<file path="src/hw/rtl/assert_macros.svh">
// assertion macros used by the top-level rtl file
`ifndef ASSERT_MACROS_SVH
`define ASSERT_MACROS_SVH

// same-cycle implication, disabled during reset
`define CCR_ASSERT_IMP(label, clk, rst_n, ante, cons) \
    label: assert property (@(posedge clk) disable iff (!rst_n) (ante) |-> (cons)) \
        else $error("assertion failed");

// next-cycle implication, disabled during reset
`define CCR_ASSERT_NEXT(label, clk, rst_n, ante, cons) \
    label: assert property (@(posedge clk) disable iff (!rst_n) (ante) |=> (cons)) \
        else $error("assertion failed");

`endif

</file>
<file path="src/hw/rtl/ccr_pkg.sv">
// shared constants, codes and types of the chunked config reassembler
package ccr_pkg;

    localparam int CHUNK_BYTES = 200;
    localparam int MAX_CHUNKS  = 8;
    localparam int STORE_DEPTH = CHUNK_BYTES * MAX_CHUNKS;
    localparam int START_LEN   = CHUNK_BYTES + 2;
    localparam int ADDR_W      = $clog2(STORE_DEPTH);

    localparam int FQ_DEPTH    = 2;
    localparam int FQ_CNT_W    = 2;
    localparam int OQ_DEPTH    = 4;
    localparam int OQ_PTR_W    = 2;
    localparam int OQ_CNT_W    = 3;

    typedef enum logic [1:0] {
        MODE_ABANDON = 2'd0,
        MODE_START   = 2'd1,
        MODE_CONT    = 2'd2,
        MODE_READ    = 2'd3
    } mode_t;

    typedef enum logic [2:0] {
        ST_REJECTED = 3'd0,
        ST_SINGLE   = 3'd1,
        ST_ACCEPTED = 3'd2,
        ST_COMPLETE = 3'd3,
        ST_READ     = 3'd4
    } status_t;

    typedef struct packed {
        mode_t       mode;
        logic [7:0]  data_byte;
        logic        frame_end;
        logic [10:0] read_index;
        logic        read_ok;
    } item_t;

    typedef struct packed {
        logic  valid;
        item_t item;
    } link_t;

    typedef struct packed {
        status_t     status;
        logic [10:0] received;
        logic [15:0] total;
        logic        active;
        logic [7:0]  rdata;
    } result_t;

    typedef struct packed {
        logic [OQ_CNT_W-1:0] count;
        logic                full;
    } oq_stat_t;

endpackage

</file>
<file path="src/hw/rtl/ccr_front.sv">
// front end: accepts input transactions, classifies them, queues them for the back end
module ccr_front import ccr_pkg::*;
(
    input  logic        clk,
    input  logic        rst_n,
    input  logic        push,
    output logic        full,
    input  logic [1:0]  mode,
    input  logic [7:0]  data_byte,
    input  logic        frame_end,
    input  logic [10:0] read_index,
    output link_t       link,
    input  logic        take
);

    item_t               q_reg [FQ_DEPTH];
    logic                wr_ptr_reg, wr_ptr_next;
    logic                rd_ptr_reg, rd_ptr_next;
    logic [FQ_CNT_W-1:0] cnt_reg, cnt_next;
    logic                accept;
    logic                take_ok;
    item_t               cls;

    assign full    = (cnt_reg == FQ_CNT_W'(FQ_DEPTH));
    assign accept  = push && !full;
    assign take_ok = take && (cnt_reg != '0);

    // classify: decode mode and range-check the read position
    always_comb
    begin
        cls.mode       = mode_t'(mode);
        cls.data_byte  = data_byte;
        cls.frame_end  = frame_end;
        cls.read_index = read_index;
        cls.read_ok    = ({1'b0, read_index} < 12'(STORE_DEPTH));
    end

    always_comb
    begin
        wr_ptr_next = accept  ? ~wr_ptr_reg : wr_ptr_reg;
        rd_ptr_next = take_ok ? ~rd_ptr_reg : rd_ptr_reg;
        cnt_next    = cnt_reg + FQ_CNT_W'(accept) - FQ_CNT_W'(take_ok);
    end

    always_ff @(posedge clk or negedge rst_n)
    begin
        if (!rst_n)
        begin
            wr_ptr_reg <= 1'b0;
            rd_ptr_reg <= 1'b0;
            cnt_reg    <= '0;
        end
        else
        begin
            wr_ptr_reg <= wr_ptr_next;
            rd_ptr_reg <= rd_ptr_next;
            cnt_reg    <= cnt_next;
        end
    end

    always_ff @(posedge clk)
    begin
        if (accept)
        begin
            q_reg[wr_ptr_reg] <= cls;
        end
    end

    assign link.valid = (cnt_reg != '0);
    assign link.item  = q_reg[rd_ptr_reg];

endmodule

</file>
<file path="config.mk">
export PLATFORM = sky130hd
export DESIGN_NAME = ccr_front
export DESIGN_NICKNAME = d
export VERILOG_FILES = /design/src/hw/rtl/assert_macros.svh /design/src/hw/rtl/ccr_pkg.sv /design/src/hw/rtl/ccr_front.sv
export SDC_FILE = /design/constraint.sdc
export NUM_CORES = 1
export LEC_CHECK = 0
export BUFFER_PORTS_ARGS = -buffer_cell sky130_fd_sc_hd__buf_2
export CAP_MARGIN = 20
export CORE_MARGIN = 2
export CORE_UTILIZATION = 51
export CTS_CLUSTER_DIAMETER = 60
export DETAILED_ROUTE_END_ITERATION = 7
export GPL_TIMING_DRIVEN = 0
export PLACE_DENSITY_LB_ADDON = 0.1
export SYNTH_ARGS = -nofsm -noshare
export SYNTH_HDL_FRONTEND = slang
export SYNTH_SLANG_ARGS = --single-unit
</file>
<file path="constraint.sdc">
create_clock -name clk -period 2.4 [get_ports clk]
set_input_delay 0.24 -clock clk [delete_from_list [all_inputs] [get_ports clk]]
set_output_delay 0.24 -clock clk [all_outputs]
set_load 0.005 [all_outputs]
</file>
# Word-level counts from Yosys, hierarchy flattened
# Memories as Yosys holds them, arrays and structs flattened.
# Cells that the tools add are included.
# totals
register_bits	4
ram_bits	46
input_bits	26
out_inout_bits	25
wordCells	16
n_memories	1
# memory_table
memory	depth	word_bits	rd	rd_ports_with_merged_regs	write_ports	line	rtl
q_reg	2	23	1	0	1	ccr_front.sv:16	item_t q_reg [FQ_DEPTH];
# classes
n_addsub	2
order_cmp	1
n_eq_ne	1
n_mux	2
bitwise	2
reduce_logical	4
# ops
operator	count
$lt A11 B11 Y1 const B	1
$add A2 B1 Y2	1
$eq A2 B2 Y1 const B	1
$logic_and A1 B1 Y1	2
$mux W1	2
$not A1 Y1	2
$reduce_bool A2 Y1	1
$sub A2 B1 Y2	1
$logic_not A1 Y1	1

# Longest topological paths before layout
# logic_depth
ltp_word	5
ltp_mapped	7
ltp_nobuf	7

# Least setup slack after synthesis
# No wires, ideal clock.
# synth_path
kind	reg-to-reg
from	reg cnt_reg[1]
to	mem q_reg[0][0] (netlist bit) (enable)
t_arrival_ps	1579
path_slack_ps	419
path_stages_with_launch	4
path_buffers	0
period_less_slack_ps	1981
cell_sequence	dfrtp_1 -> nand2b_1 -> nand2_1 -> nor2_1
# synth_between
elab_chain_len	5
# synth_rtl
item	line	rtl
start: declaration	ccr_front.sv:19	logic [FQ_CNT_W-1:0] cnt_reg, cnt_next;
start signal: assignment	ccr_front.sv:57	cnt_reg <= cnt_next;
$eq A2 B2 Y1	ccr_front.sv:24	assign full = (cnt_reg == FQ_CNT_W'(FQ_DEPTH));
$logic_not A1 Y1	ccr_front.sv:25	assign accept = push && !full;
$logic_and A1 B1 Y1	ccr_front.sv:25	
$mux W1	ccr_front.sv:63	if (accept)
$mux W1 (not written as such)	ccr_front.sv:65	q_reg[wr_ptr_reg] <= cls;
end: declaration	ccr_front.sv:16	
# No other way between the ends.

# Worst setup path in the final report
# layout_path
from	reg cnt_reg[1]
to	mem q_reg[0][8] (netlist bit) (enable)
# Same word-level chain as after synthesis.

==> results.md <==
- Most used routing layer: met2
- Critical-path cell list: nand2b_1, nand2_1, nor2_2, buf_8
- Critical Path Sink Type: flop
- Switch Pwr: 0.000708 W
- Fin nets: 179
- Final Skew: 0.00205 ns
- Slew margin rel.: 57.7%
- WL/cell: 14.3 um
- Clock Tree Buf Depth: 2
- Initial DRC Count: 68
- Buf+Inv Stages, Crit Path: 1
- Synth Instances: 91
- Tmin final: 1.73 ns
- Global-route met3 utilization: 3.92%
- Gpl congestion: 0.682
- Pre-antenna DRT Iters: 4
- Drc violations: 0
- Register area share after synthesis: 75.6%
- Clock latency at the later pin of the worst-skew pair: 0.28 ns
- Port Buf Inserts: 50
- Comb power frac: 36.6%
- TritonCTS Sinks: 50
- H-tree depth: 2
- Area of placed instances: 2290 um2
- Flops & latches, synth: 50
- Simple logic cell fraction of the synthesized area: 1.92%
- First-pass GRT wire length: 4420 um
- Die H: 66.0 um
- Max FO, Critical Path: 13
- Register clock-pin slew on the reported worst setup and hold paths: 0.08 ns
- Min Hold Slack: 0.141 ns
- Syn nets: 119
- Fillers: 274
- Layout cells sized above 1: 57.0%
- Crit path largest cell delay: 0.50 ns
- Pin count of the biggest net entering global routing: 24
- Outcome: finished, final reports clean
- Power per Cell Area: 1120 nW/um2
- XOR/XNOR share of the synthesized area: 1.79%
- Ports: 51
- Sw Share: 26.6%
- Final worst path period share: 72.0%
- Number of core rows: 22
- Die width: 66.0 um
- Unrepaired setup endpoints after global routing: false
- Main combinational cell family by area after synthesis: multiplexers
- HPWL after DPL: 2040 um
- Most common cell after layout, fill and taps aside: buf_2
- Max_cap viols: 0
- Fmax: 579 MHz
- Mean number of vias per cell: 4.83
- Max FFs per register: 46
- Grt ovf: 0
- Hold/Removal Path Class: input port to flop
- Final Cell Area: 2390 um2
- Hold Fails Final Rpt: 0
- All-layer global routing usage: 14.0%
- Max VDD drop: 0.000727 V
- CTS root buf: clkbuf_8
- Crit path DAT: 1.72 ns
- Ant diodes: 0
- Max-slew violations: 0
- Post-Synthesis Cell Area: 1960 um2
- Initial antenna violation count: 0
- Core region area: 3690 um2
- Synth cell types: 16
- Clk network pwr share: 16.0%
- Complex-gate fraction of the synthesized area: 0.447%
- Initial core utilization: 53.1%
- Met1 usage: 15.0%
- Vias in the first global route: 990
- Post-CTS resize count: 0
- Flop pwr share: 47.4%
- WS Path Type: flop to flop
- Tightest Pin Transition: 0.634 ns
- Top Family by Delay on Critical Path: simple AND/OR/NAND/NOR gates
- Commonest cells after routing, fill and taps aside: buf_2, edfxtp_1, mux2_4, clkbuf_8
- TritonCTS clock tree: done
- Setup TNS: 0 ns
- YS warnings: 0
- M2 GR Usage: 26.1%
- Area Overhead vs Synth: 21.9%
- TritonCTS Buffers: 5
- Mux contribution to synthesized area: 16.9%
- P_leak: 0.976 nW
- Cell with the largest stage delay on the worst path: nor2_2
- Final ANT Viol Nets: 0
- Internal: 0.00196 W
- Die area: 4350 um2
- DR vias: 962
- Total Wirelength: 2840 um
- Syn Area/Cell: 21.5 um2
- Crit path launch type: flop
- CP required: 2.39 ns
- Adder-cell share of the synthesized area: 1.28%
- Final setup vio count: 0
==> path summary, 6_finish.rpt <==
| path | from | depth (start not counted) | slack (ns) | end |
|---|---|---|---|---|
| min in group asynchronous | rst_n | 2 | 0.30 | wr_ptr_reg |
| worst min register to register | cnt_reg[1] | 1 | 0.51 | cnt_reg[1] |
| max in group asynchronous | rst_n | 2 | 1.97 | rd_ptr_reg |
| worst min-delay path | frame_end | 1 | 0.14 | q_reg[0][12] |
| worst max register to register | cnt_reg[1] | 4 | 0.67 | q_reg[0][8] |
| worst max-delay path | cnt_reg[1] | 4 | 0.67 | q_reg[0][8] |
==> logic make-up (layout without fill, tap and decap cells) <==
group / Yosys count / in the layout
buffers and inverters: 5 / 65
AO/OA/AOI/OAI: 1 / 1
flip-flops: 50 / 50
XOR/XNOR: 4 / 4
multiplexers: 23 / 23
adder cells (fa/ha/maj): 2 / 2
AND/OR/NAND/NOR: 6 / 6
==> power groups by stage <==
stage / logic [W] / registers, W / clock network [W]
finish: 0.000976 / 0.00126 / 0.000426
global route: 0.00106 / 0.00129 / 0.000473
CTS: 0.000981 / 0.00127 / 0.000443
detailed placement: 0.000978 / 0.00129 / 0
global placement: 0.000934 / 0.00128 / 0
floorplan: 0.000659 / 0.00127 / 0
==> timing repair <==
action | CTS | global route
setup buffers | 0 | 0
hold buffers | 1 | 0
hold endpoints to repair | 4 | 0
==> layout make-up <==
| class | instances | area, um2 | share of cell area, % |
|---|---|---|---|
| multi-input cells | 36 | 439 | 18.4 |
| well taps | 48 | 60.1 | 2.51 |
| plain buffers | 3 | 33.8 | 1.41 |
| clock buffers | 7 | 76.3 | 3.20 |
| inverters | 2 | 7.51 | 0.314 |
| repair buffers | 53 | 290 | 12.2 |
| flip-flops and latches | 50 | 1480 | 62.0 |
==> synthesized netlist by cell type, drive strengths merged <==
library cell / n / area [um2]
edfxtp: 46 / 1380
mux2: 23 / 330
dfrtp: 4 / 100
buf: 3 / 33.8
xnor2: 3 / 26.3
ha: 2 / 25.0
inv: 2 / 7.51
and2: 1 / 8.76
and3: 1 / 6.26
nand2: 1 / 3.75
nand2b: 1 / 6.26
nor2: 1 / 3.75
o311ai: 1 / 8.76
or2: 1 / 8.76
xor2: 1 / 8.76
==> metal layers <==
metal / vias to the layer above / routed length (um) / part of all wire [%]
met4: 0 / 19 / 0.67
li1: 463 / - / -
met3: 2 / 141 / 5.0
met1: 467 / 1080 / 38
met2: 30 / 1600 / 56
met5: - / 0 / 0
==> per-stage QoR <==
| step | cells | power [W] | worst slack (ns) | utilization [%] |
|---|---|---|---|---|
| floorplan | 91 | 0.00193 | 0.419 | - |
| global placement | 189 | 0.00221 | -0.154 | 61.5 |
| detailed placement | 190 | 0.00227 | 0.536 | 62.0 |
| CTS | 198 | 0.00269 | 0.520 | 64.3 |
| global route | 199 | 0.00282 | 0.530 | 64.8 |
| finish | 199 | 0.00267 | 0.671 | 64.8 |
No activity file was read; power rests on OpenSTA's default activity.
