$ cat src/hw/rtl/assert_macros.svh
// assertion macros used by the top-level rtl file
`ifndef ASSERT_MACROS_SVH
`define ASSERT_MACROS_SVH

// same-cycle implication, disabled during reset
`define CCR_ASSERT_IMP(label, clk, rst_n, ante, cons) \
    label: assert property (@(posedge clk) disable iff (!rst_n) (ante) |-> (cons)) \
        else $error("assertion failed");

// next-cycle implication, disabled during reset
`define CCR_ASSERT_NEXT(label, clk, rst_n, ante, cons) \
    label: assert property (@(posedge clk) disable iff (!rst_n) (ante) |=> (cons)) \
        else $error("assertion failed");

`endif

$ cat src/hw/rtl/ccr_pkg.sv
// shared constants, codes and types of the chunked config reassembler
package ccr_pkg;

    localparam int CHUNK_BYTES = 200;
    localparam int MAX_CHUNKS  = 8;
    localparam int STORE_DEPTH = CHUNK_BYTES * MAX_CHUNKS;
    localparam int START_LEN   = CHUNK_BYTES + 2;
    localparam int ADDR_W      = $clog2(STORE_DEPTH);

    localparam int FQ_DEPTH    = 2;
    localparam int FQ_CNT_W    = 2;
    localparam int OQ_DEPTH    = 4;
    localparam int OQ_PTR_W    = 2;
    localparam int OQ_CNT_W    = 3;

    typedef enum logic [1:0] {
        MODE_ABANDON = 2'd0,
        MODE_START   = 2'd1,
        MODE_CONT    = 2'd2,
        MODE_READ    = 2'd3
    } mode_t;

    typedef enum logic [2:0] {
        ST_REJECTED = 3'd0,
        ST_SINGLE   = 3'd1,
        ST_ACCEPTED = 3'd2,
        ST_COMPLETE = 3'd3,
        ST_READ     = 3'd4
    } status_t;

    typedef struct packed {
        mode_t       mode;
        logic [7:0]  data_byte;
        logic        frame_end;
        logic [10:0] read_index;
        logic        read_ok;
    } item_t;

    typedef struct packed {
        logic  valid;
        item_t item;
    } link_t;

    typedef struct packed {
        status_t     status;
        logic [10:0] received;
        logic [15:0] total;
        logic        active;
        logic [7:0]  rdata;
    } result_t;

    typedef struct packed {
        logic [OQ_CNT_W-1:0] count;
        logic                full;
    } oq_stat_t;

endpackage

$ cat src/hw/rtl/ccr_outq.sv
// result queue toward the consumer
module ccr_outq import ccr_pkg::*;
(
    input  logic     clk,
    input  logic     rst_n,
    input  logic     res_push,
    input  result_t  res_in,
    output oq_stat_t ostat,
    output logic     empty,
    input  logic     pop,
    output result_t  head
);

    result_t             q_reg [OQ_DEPTH];
    logic [OQ_PTR_W-1:0] wr_ptr_reg, wr_ptr_next;
    logic [OQ_PTR_W-1:0] rd_ptr_reg, rd_ptr_next;
    logic [OQ_CNT_W-1:0] cnt_reg, cnt_next;
    logic                pop_ok;

    assign empty  = (cnt_reg == '0);
    assign pop_ok = pop && !empty;

    always_comb
    begin
        wr_ptr_next = res_push ? wr_ptr_reg + OQ_PTR_W'(1) : wr_ptr_reg;
        rd_ptr_next = pop_ok   ? rd_ptr_reg + OQ_PTR_W'(1) : rd_ptr_reg;
        cnt_next    = cnt_reg + OQ_CNT_W'(res_push) - OQ_CNT_W'(pop_ok);
    end

    always_ff @(posedge clk or negedge rst_n)
    begin
        if (!rst_n)
        begin
            wr_ptr_reg <= '0;
            rd_ptr_reg <= '0;
            cnt_reg    <= '0;
        end
        else
        begin
            wr_ptr_reg <= wr_ptr_next;
            rd_ptr_reg <= rd_ptr_next;
            cnt_reg    <= cnt_next;
        end
    end

    always_ff @(posedge clk)
    begin
        if (res_push)
        begin
            q_reg[wr_ptr_reg] <= res_in;
        end
    end

    assign head        = q_reg[rd_ptr_reg];
    assign ostat.count = cnt_reg;
    assign ostat.full  = (cnt_reg == OQ_CNT_W'(OQ_DEPTH));

endmodule

$ cat config.mk
export PLATFORM = sky130hd
export DESIGN_NAME = ccr_outq
export DESIGN_NICKNAME = d
export VERILOG_FILES = /design/src/hw/rtl/assert_macros.svh /design/src/hw/rtl/ccr_pkg.sv /design/src/hw/rtl/ccr_outq.sv
export SDC_FILE = /design/constraint.sdc
export NUM_CORES = 1
export LEC_CHECK = 0
export BUFFER_PORTS_ARGS = -buffer_cell sky130_fd_sc_hd__clkbuf_2
export CELL_PAD_IN_SITES_DETAIL_PLACEMENT = 0
export CELL_PAD_IN_SITES_GLOBAL_PLACEMENT = 1
export CORE_AREA = 2 2 111 113
export DETAILED_ROUTE_END_ITERATION = 10
export DIE_AREA = 0 0 113 115
export PLACE_DENSITY = 0.87
export SYNTH_ARGS = -nofsm -noshare
export SYNTH_HDL_FRONTEND = slang
export SYNTH_SLANG_ARGS = --single-unit
$ cat constraint.sdc
create_clock -name clk -period 4.93 [get_ports clk]
set_input_delay 0.2465 -clock clk [delete_from_list [all_inputs] [get_ports clk]]
set_output_delay 0.2465 -clock clk [all_outputs]
set_load 0.005 [all_outputs]
* Word level (Yosys, flattened, before mapping)
Memory sizes are Yosys's and may differ from the RTL's. Cells that the tools add are included.
Cells by class: reductions and logical operators 3, add/sub/neg operators 4, mux-type cells 2, eq/ne operators 1
Operators by type and width (number):
- 2-bit by 1-bit adder with 2-bit output, second input constant | 2
- 3-bit by 1-bit adder with 3-bit output | 1
- 3-bit equality test, second input constant | 1
- 3-bit logical NOT | 1
- 3-bit by 1-bit subtractor with 3-bit output | 1
- 1-bit two-way mux | 2
- 1-bit logical AND | 1
- 1-bit logical NOT | 1
Word-level totals: RAM bits 156, memories kept 1, bits in registers 7, input port bits 43, word-level logic and storage cells 14
Memory list:
- q_reg | words 4, width 39, rd ports 1, clocked after Yosys merged registers in 0, wr ports 1, RTL line ccr_outq.sv:14 | result_t q_reg [OQ_DEPTH];

* Depth between registers and ports, before layout
Gate-level depths: netlist (run 1).
depth after elaboration 4, depth in mapped cells 9, depth with buffers taken out 9

* Least setup slack after synthesis (run 1)
OpenSTA, ideal clock, no wires.
kind register to register, start point register cnt_reg[1], end point register cnt_reg[2], clock period less this slack 2.086 ns, library setup time 0.126 ns, buffers on the path 0, setup slack 2.844 ns, cell stages (with the launch flop) 10, arrival time 1.961 ns, cell sequence dfrtp_1 o31ai_1 inv_1 ha_1 inv_1 ha_1 inv_1 fa_1 xnor2_1 xnor2_1
On the way: longest elaborated chain between the ends 4
RTL lines:
- from (decl) | RTL line ccr_outq.sv:17 | logic [OQ_CNT_W-1:0] cnt_reg, cnt_next;
- from (signal assigned) | RTL line ccr_outq.sv:42 | cnt_reg <= cnt_next;
- 3-bit logical NOT | RTL line ccr_outq.sv:20 | assign empty = (cnt_reg == '0);
- 1-bit logical NOT | RTL line ccr_outq.sv:21 | assign pop_ok = pop && !empty;
- 1-bit logical AND | RTL line ccr_outq.sv:21
- via pop_ok | RTL line ccr_outq.sv:18 | logic pop_ok;
- 3-bit by 1-bit subtractor with 3-bit output | RTL line ccr_outq.sv:27 | cnt_next = cnt_reg + OQ_CNT_W'(res_push) - OQ_CNT_W'(pop_ok);
- via cnt_next[2] | RTL line ccr_outq.sv:17
The timed path passes the listed nets, and every way through them passes these cells. A chain may end at the register's enable or synchronous reset.

==> impl_metrics.csv, run 1 <==
group,metric,value,unit
logic_synthesis,synthTopCellsByCount,"edfxtp_1, mux4_2, dfrtp_1, inv_1, ha_1",
logic_synthesis,ys_warn_count,0,
global_routing,grt_usage,0.161,
logic_synthesis,synth_ff_type,"edfxtp_1",
setup_path,cp.arrival,2490,ps
placed_design,gp_congestion,0.695,
routing,ant_nets,0,
logic_synthesis,synth_top_area_frac,0.770,
logic_synthesis,synthCells,240,
routing,viasPerCell,5.45,
placed_design,io_buffers,86,
logic_synthesis,syn_nets,290,
cells_and_area,area_growth,18.1,%
floorplan,initial_utilization,0.515,
routing,drt_iter0_markers,171,
cells_and_area,layout.nets,388,
timing,tns,0,ps
global_routing,grt_max_degree,41,
cts,clk_pin_slew,60,ps
routing,totalWireLength,9700,um
placed_design,dp_hpwl,5660,um
floorplan,die_area,13000,um2
cts,h-tree-depth,4,
power,p_total,0.00428,W
setup_path,startpoint_type,"flop",
cells_and_area,finish.instance_area,7180,um2
setup_path,critPathMaxFanout,21,
status,status,"finished with violations",
global_routing,grt.met1_usage,0.204,
min_path,hp-class,"in -> reg",
logic_synthesis,synth-seq-area-share,0.799,
logic_synthesis,async_flop_share,0.0429,
floorplan,die_y,115,um
routing,vias,2704,
setup_path,end_kind,"primary output",
cts,clock_path_buffers,2,
status,violations,"design-rule violations",
cts,cts_tree,"built",
setup_path,worstPathRequired,4680,ps
setup_path,r2r.worst_path.cells,9,
global_routing,grt_busiest_layer,"met2",
floorplan,rows,40,
cts,cts_sinks,163,
power,powerDensity,596,nW/um2
cts,cts_hold_buf,1,
cells_and_area,drive_above_1_share,0.450,
routing,drc,6,
global_routing,met3_usage,0.0511,
timing,rsz0062_at_grt,"no",
floorplan,ioPinCount,87,
cells_and_area,finish.utilization,0.608,
global_routing,use_met2,0.259,
routing,wl_per_cell,19.5,um
timing,period_minus_slack,2740,ps
cts,numCtsBuffers,17,
routing,first_pass_iters,7,
logic_synthesis,synth_edf_count,156,
global_routing,grt_pass1_vias,2961,
placed_design,dp_slack,2500,ps
cts,cts_setup_buffers,0,
min_path,whs_path_depth,1,
logic_synthesis,synth_area,6080,um2
timing,max_freq,365,MHz
placed_design,place_area,6600,um2
global_routing,globalRouteOverflowTotal,0,
cells_and_area,antenna_cells,0,
cts,ctsRootBufferMaster,"clkbuf_16",
timing,finalCritPeriodShare,0.556,
cts,clock_latency,410,ps
setup_path,critPathKind,"reg -> out",
global_routing,antenna_found_initial,0,
logic_synthesis,syn_avg_cell_area,25.3,um2
logic_synthesis,synth_top_cell_by_area,"edfxtp_1",
logic_synthesis,synth-seq-cells,163,
timing,relSlewSlack,0.277,
timing,setup_slack,2190,ps
floorplan,fp.dieW,113,um
timing,skew,6.35,ps
logic_synthesis,yosys.cell_types.count,19,
logic_synthesis,synth_area_leaders,"edfxtp_1, mux4_2, dfrtp_1, buf_12, ha_1",
power,power.leakage,2.53,nW
timing,setup_viol,0,
run,maxCapViolCount,0,
global_routing,grt_pass1_wl,15100,um
power,ir_drop,0.267,mV
timing,tightest_slew,1080,ps
floorplan,core_area,11800,um2
cts,cts-resized-gates,0,
timing,final-hold-violation-count,0,
cells_and_area,largest_reg_flops,156,
logic_synthesis,yosysMostFrequentCell,"edfxtp_1",
timing,report.final.slew_viol_count,0,
## worst paths after layout
kind	from	endpoint	slack (ps)
max in group asynchronous	rst_n	rd_ptr_reg[0]	4530
min	res_in[34]	q_reg[0][34]	50
max reg2reg	cnt_reg[1]	cnt_reg[2]	2680
min in group asynchronous	rst_n	cnt_reg[2]	210
min reg2reg	wr_ptr_reg[0]	wr_ptr_reg[0]	540
max	rd_ptr_reg[0]	head[38]	2190
## layout by cell type (no fill, tap or decap)
cell           count
o21ai_0            1
nand2_1            1
and2_2             4
xnor2_1            4
edfxtp_1         156
clkbuf_1           1
nor3b_1            1
dfrtp_1            5
mux4_2            38
inv_1              7
bufinv_16          3
clkinv_2           3
mux4_1             1
dlygate4sd3_1      1
o31ai_1            1
buf_4              1
fa_1               1
xor2_1             1
ha_1               6
clkinv_4           2
clkbuf_2          86
clkinv_1           3
clkinvlp_4         1
o311ai_0           1
dfrtp_2            2
clkbuf_16         17
nor3_1             1
## cell families (layout without fill, tap and decap cells)
logic type | Yosys count | count (layout) | share of synthesized area
xor+xnor | 5 | 5 | 0.00720
compound gates | 3 | 3 | 0.00350
flops | 163 | 163 | 0.799
mux | 39 | 39 | 0.145
fa+ha+maj | 7 | 7 | 0.0156
buf+inv | 16 | 125 | 0.0226
simple gates | 7 | 7 | 0.00679
## worst max-delay path: stages, from the launching register on
cell	delay, ps
dfrtp_2	820
buf_4	510
mux4_1	620
clkbuf_2	130
## routing by layer
| metal | up-vias | wire length (um) |
|---|---|---|
| li1 | 1208 | - |
| met1 | 1401 | 4130 |
| met2 | 78 | 4920 |
| met3 | 17 | 497 |
| met4 | 0 | 157 |
| met5 | - | 0 |
## stage by stage
step	instances	hold WS, ps
2_1_floorplan	240	-49.1
3_3_place_gp	465	86.9
3_5_place_dp	465	103
4_1_cts	496	36.6
5_1_grt	496	32.8
6_report	496	50.6
## report_power, final
part	internal [W]	total, W	switching (W)
clock	0.000783	0.00126	0.000475
combinational	0.000548	0.00100	0.000452
sequential	0.00182	0.00202	0.000196
total	0.00316	0.00428	0.00112
## layout make-up
cell class / count / area, um2
inverters: 7 / 26.3
fillers: 841 / 4630
well taps: 147 / 184
flip-flops and latches: 163 / 4860
multi-input cells: 61 / 1090
clock inverters: 12 / 141
clock buffers: 18 / 429
repair buffers: 88 / 448
Power figures use the tool's default switching activity.
==> run 2: changes to the inputs <==
CORE_AREA = 2 2 120 122   (was 2 2 111 113)
DIE_AREA = 0 0 122 124   (was 0 0 113 115)
PLACE_DENSITY = 0.8   (was 0.87)
clock period = 2.2 ns   (was 4.93 ns; I/O delays follow)
==> impl_metrics.csv, run 2 (same netlist as run 1, synthesis figures left out) <==
group,metric,value,unit
cts,clock_latency,420,ps
setup_path,crit_path_top_delay_cell,"dfrtp_2",
timing,tightest_slew,466,ps
setup_path,critPathKind,"reg -> reg",
timing,tns,0,ps
routing,first_pass_iters,4,
floorplan,rows,43,
timing,period_minus_slack,2080,ps
routing,drt_iter0_markers,231,
floorplan,die_area,15100,um2
global_routing,grt_pass1_wl,16200,um
routing,wl_per_cell,17.8,um
cells_and_area,largest_reg_flops,156,
setup_path,worstPathRequired,2540,ps
status,status,"finished clean",
placed_design,place_area,6780,um2
floorplan,die_y,124,um
cts,cts_sinks,163,
power,powerDensity,1280,nW/um2
timing,relSlewSlack,0.689,
setup_path,cp.arrival,2420,ps
setup_path,r2r_start,"cnt_reg[2]",
routing,ant_nets,0,
setup_path,worstSetupEndpoint,"cnt_reg[2]",
timing,rsz0062_at_grt,"no",
floorplan,ioPinCount,87,
setup_path,path_cells,"o31ai_4 -> inv_1 -> ha_1 -> inv_1 -> ha_1 -> inv_1 -> fa_1 -> xnor2_1 -> xnor2_1",
cells_and_area,layout.nets,450,
cts,ctsRootBufferMaster,"clkbuf_16",
cells_and_area,area_growth,29.4,%
timing,setup_viol,0,
setup_path,path_depth,9,
power,power.leakage,2.84,nW
global_routing,grt_pass1_vias,3055,
cells_and_area,final_cell_mix,"edfxtp_1, clkbuf_2, dlygate4sd3_1, mux4_2, buf_4",
placed_design,gp_congestion,0.675,
timing,final-hold-violation-count,0,
timing,max_freq,481,MHz
floorplan,core_area,13700,um2
global_routing,antenna_found_initial,1,
cells_and_area,drive_above_1_share,0.448,
cells_and_area,fillers,1024,
run,maxCapViolCount,0,
routing,vias,2921,
timing,finalCritPeriodShare,0.945,
setup_path,startpoint_type,"flop",
setup_path,worst-path-buf-inv,3,
placed_design,io_buffers,86,
setup_path,r2r.worst_path.cells,9,
setup_path,end_kind,"flop",
routing,drc,0,
timing,skew,7.11,ps
floorplan,initial_utilization,0.443,
floorplan,fp.dieW,122,um
min_path,hp-class,"in -> async",
setup_path,ff2ff_setup_slack,120,ps
setup_path,cpPeakStageDelay,450,ps
global_routing,grt_max_degree,27,
cells_and_area,mostFrequentLayoutCell,"edfxtp_1",
power,ir_drop,0.786,mV
cts,numCtsBuffers,17,
cts,clock_path_buffers,2,
setup_path,startpoint,"cnt_reg[2]",
placed_design,dp_hpwl,6410,um
setup_path,cpLargestDelayFamily,"adder cells",
cts,h-tree-depth,4,
global_routing,globalRouteOverflowTotal,0,
setup_path,worst_r2r_endpoint,"cnt_reg[2]",
cells_and_area,register_area,4870,um2
cts,cts_tree,"built",
timing,report.final.slew_viol_count,0,
cells_and_area,multi_input_area,1100,um2
cells_and_area,finish.instance_area,7870,um2
routing,viasPerCell,4.92,
setup_path,cpMostUsedCell,"inv_1",
setup_path,critPathMaxFanout,6,
global_routing,grt_usage,0.152,
routing,totalWireLength,10600,um
cts,clk_pin_slew,60,ps
run 2: cell count changes in the layout (fill, tap and decap cells not counted), sizes merged:
| cell | delta |
|---|---|
| bufinv | -1 |
| inv | +5 |
| clkinv | -2 |
| diode | +1 |
| dlygate4sd3 | +40 |
| buf | +22 |
run 2: where the power goes:
part | switching, W | internal (W) | leakage, nW
combinational | 0.00126 | 0.00156 | 1.04
sequential | 0.000306 | 0.00408 | 1.51
clock | 0.00118 | 0.00169 | 0.285
run 2: final cells by class:
class	instances	area share
well taps	180	0.0286
clock inverters	14	0.0196
clock buffers	18	0.0545
flip-flops and latches	163	0.618
diodes	1	0.000318
repair buffers	150	0.135
multi-input cells	61	0.140
inverters	7	0.00334
run 2: layer usage:
layer	GRT usage	vias to the layer above	wire [um]
li1	-	1333	-
met1	0.191	1502	4620
met2	0.247	72	5320
met3	0.0600	14	501
met4	0.0431	0	115
met5	0	-	0
run 2: how the worst min path moves through the flow:
| stage | from | end |
|---|---|---|
| CTS | pop | rd_ptr_reg[1] |
| global route | pop | rd_ptr_reg[0] |
| floorplan | rst_n | cnt_reg[0] |
| global placement | rst_n | cnt_reg[0] |
| detailed placement | rst_n | cnt_reg[2] |
| finish | rst_n | cnt_reg[0] |
run 2: repair_timing:
action	in CTS	in global routing
gates resized for setup	0	3
endpoints found under the setup margin	0	5
endpoints found under the hold margin	164	0
hold buffers	41	0
setup buffers	0	9
run 2: through the flow:
| step | instances | hold WS (ps) | utilization | power (W) | setup slack (ps) |
|---|---|---|---|---|---|
| floorplan | 240 | -186 | - | 0.00608 | 114 |
| finish | 594 | 54.6 | 0.574 | 0.0101 | 120 |
| global route | 594 | 45.0 | 0.574 | 0.0106 | 13.7 |
| CTS | 584 | 15.5 | 0.566 | 0.0101 | 53.4 |
| global placement | 511 | -50.8 | 0.494 | 0.00704 | 157 |
| detailed placement | 511 | -44.5 | 0.494 | 0.00712 | 69.7 |
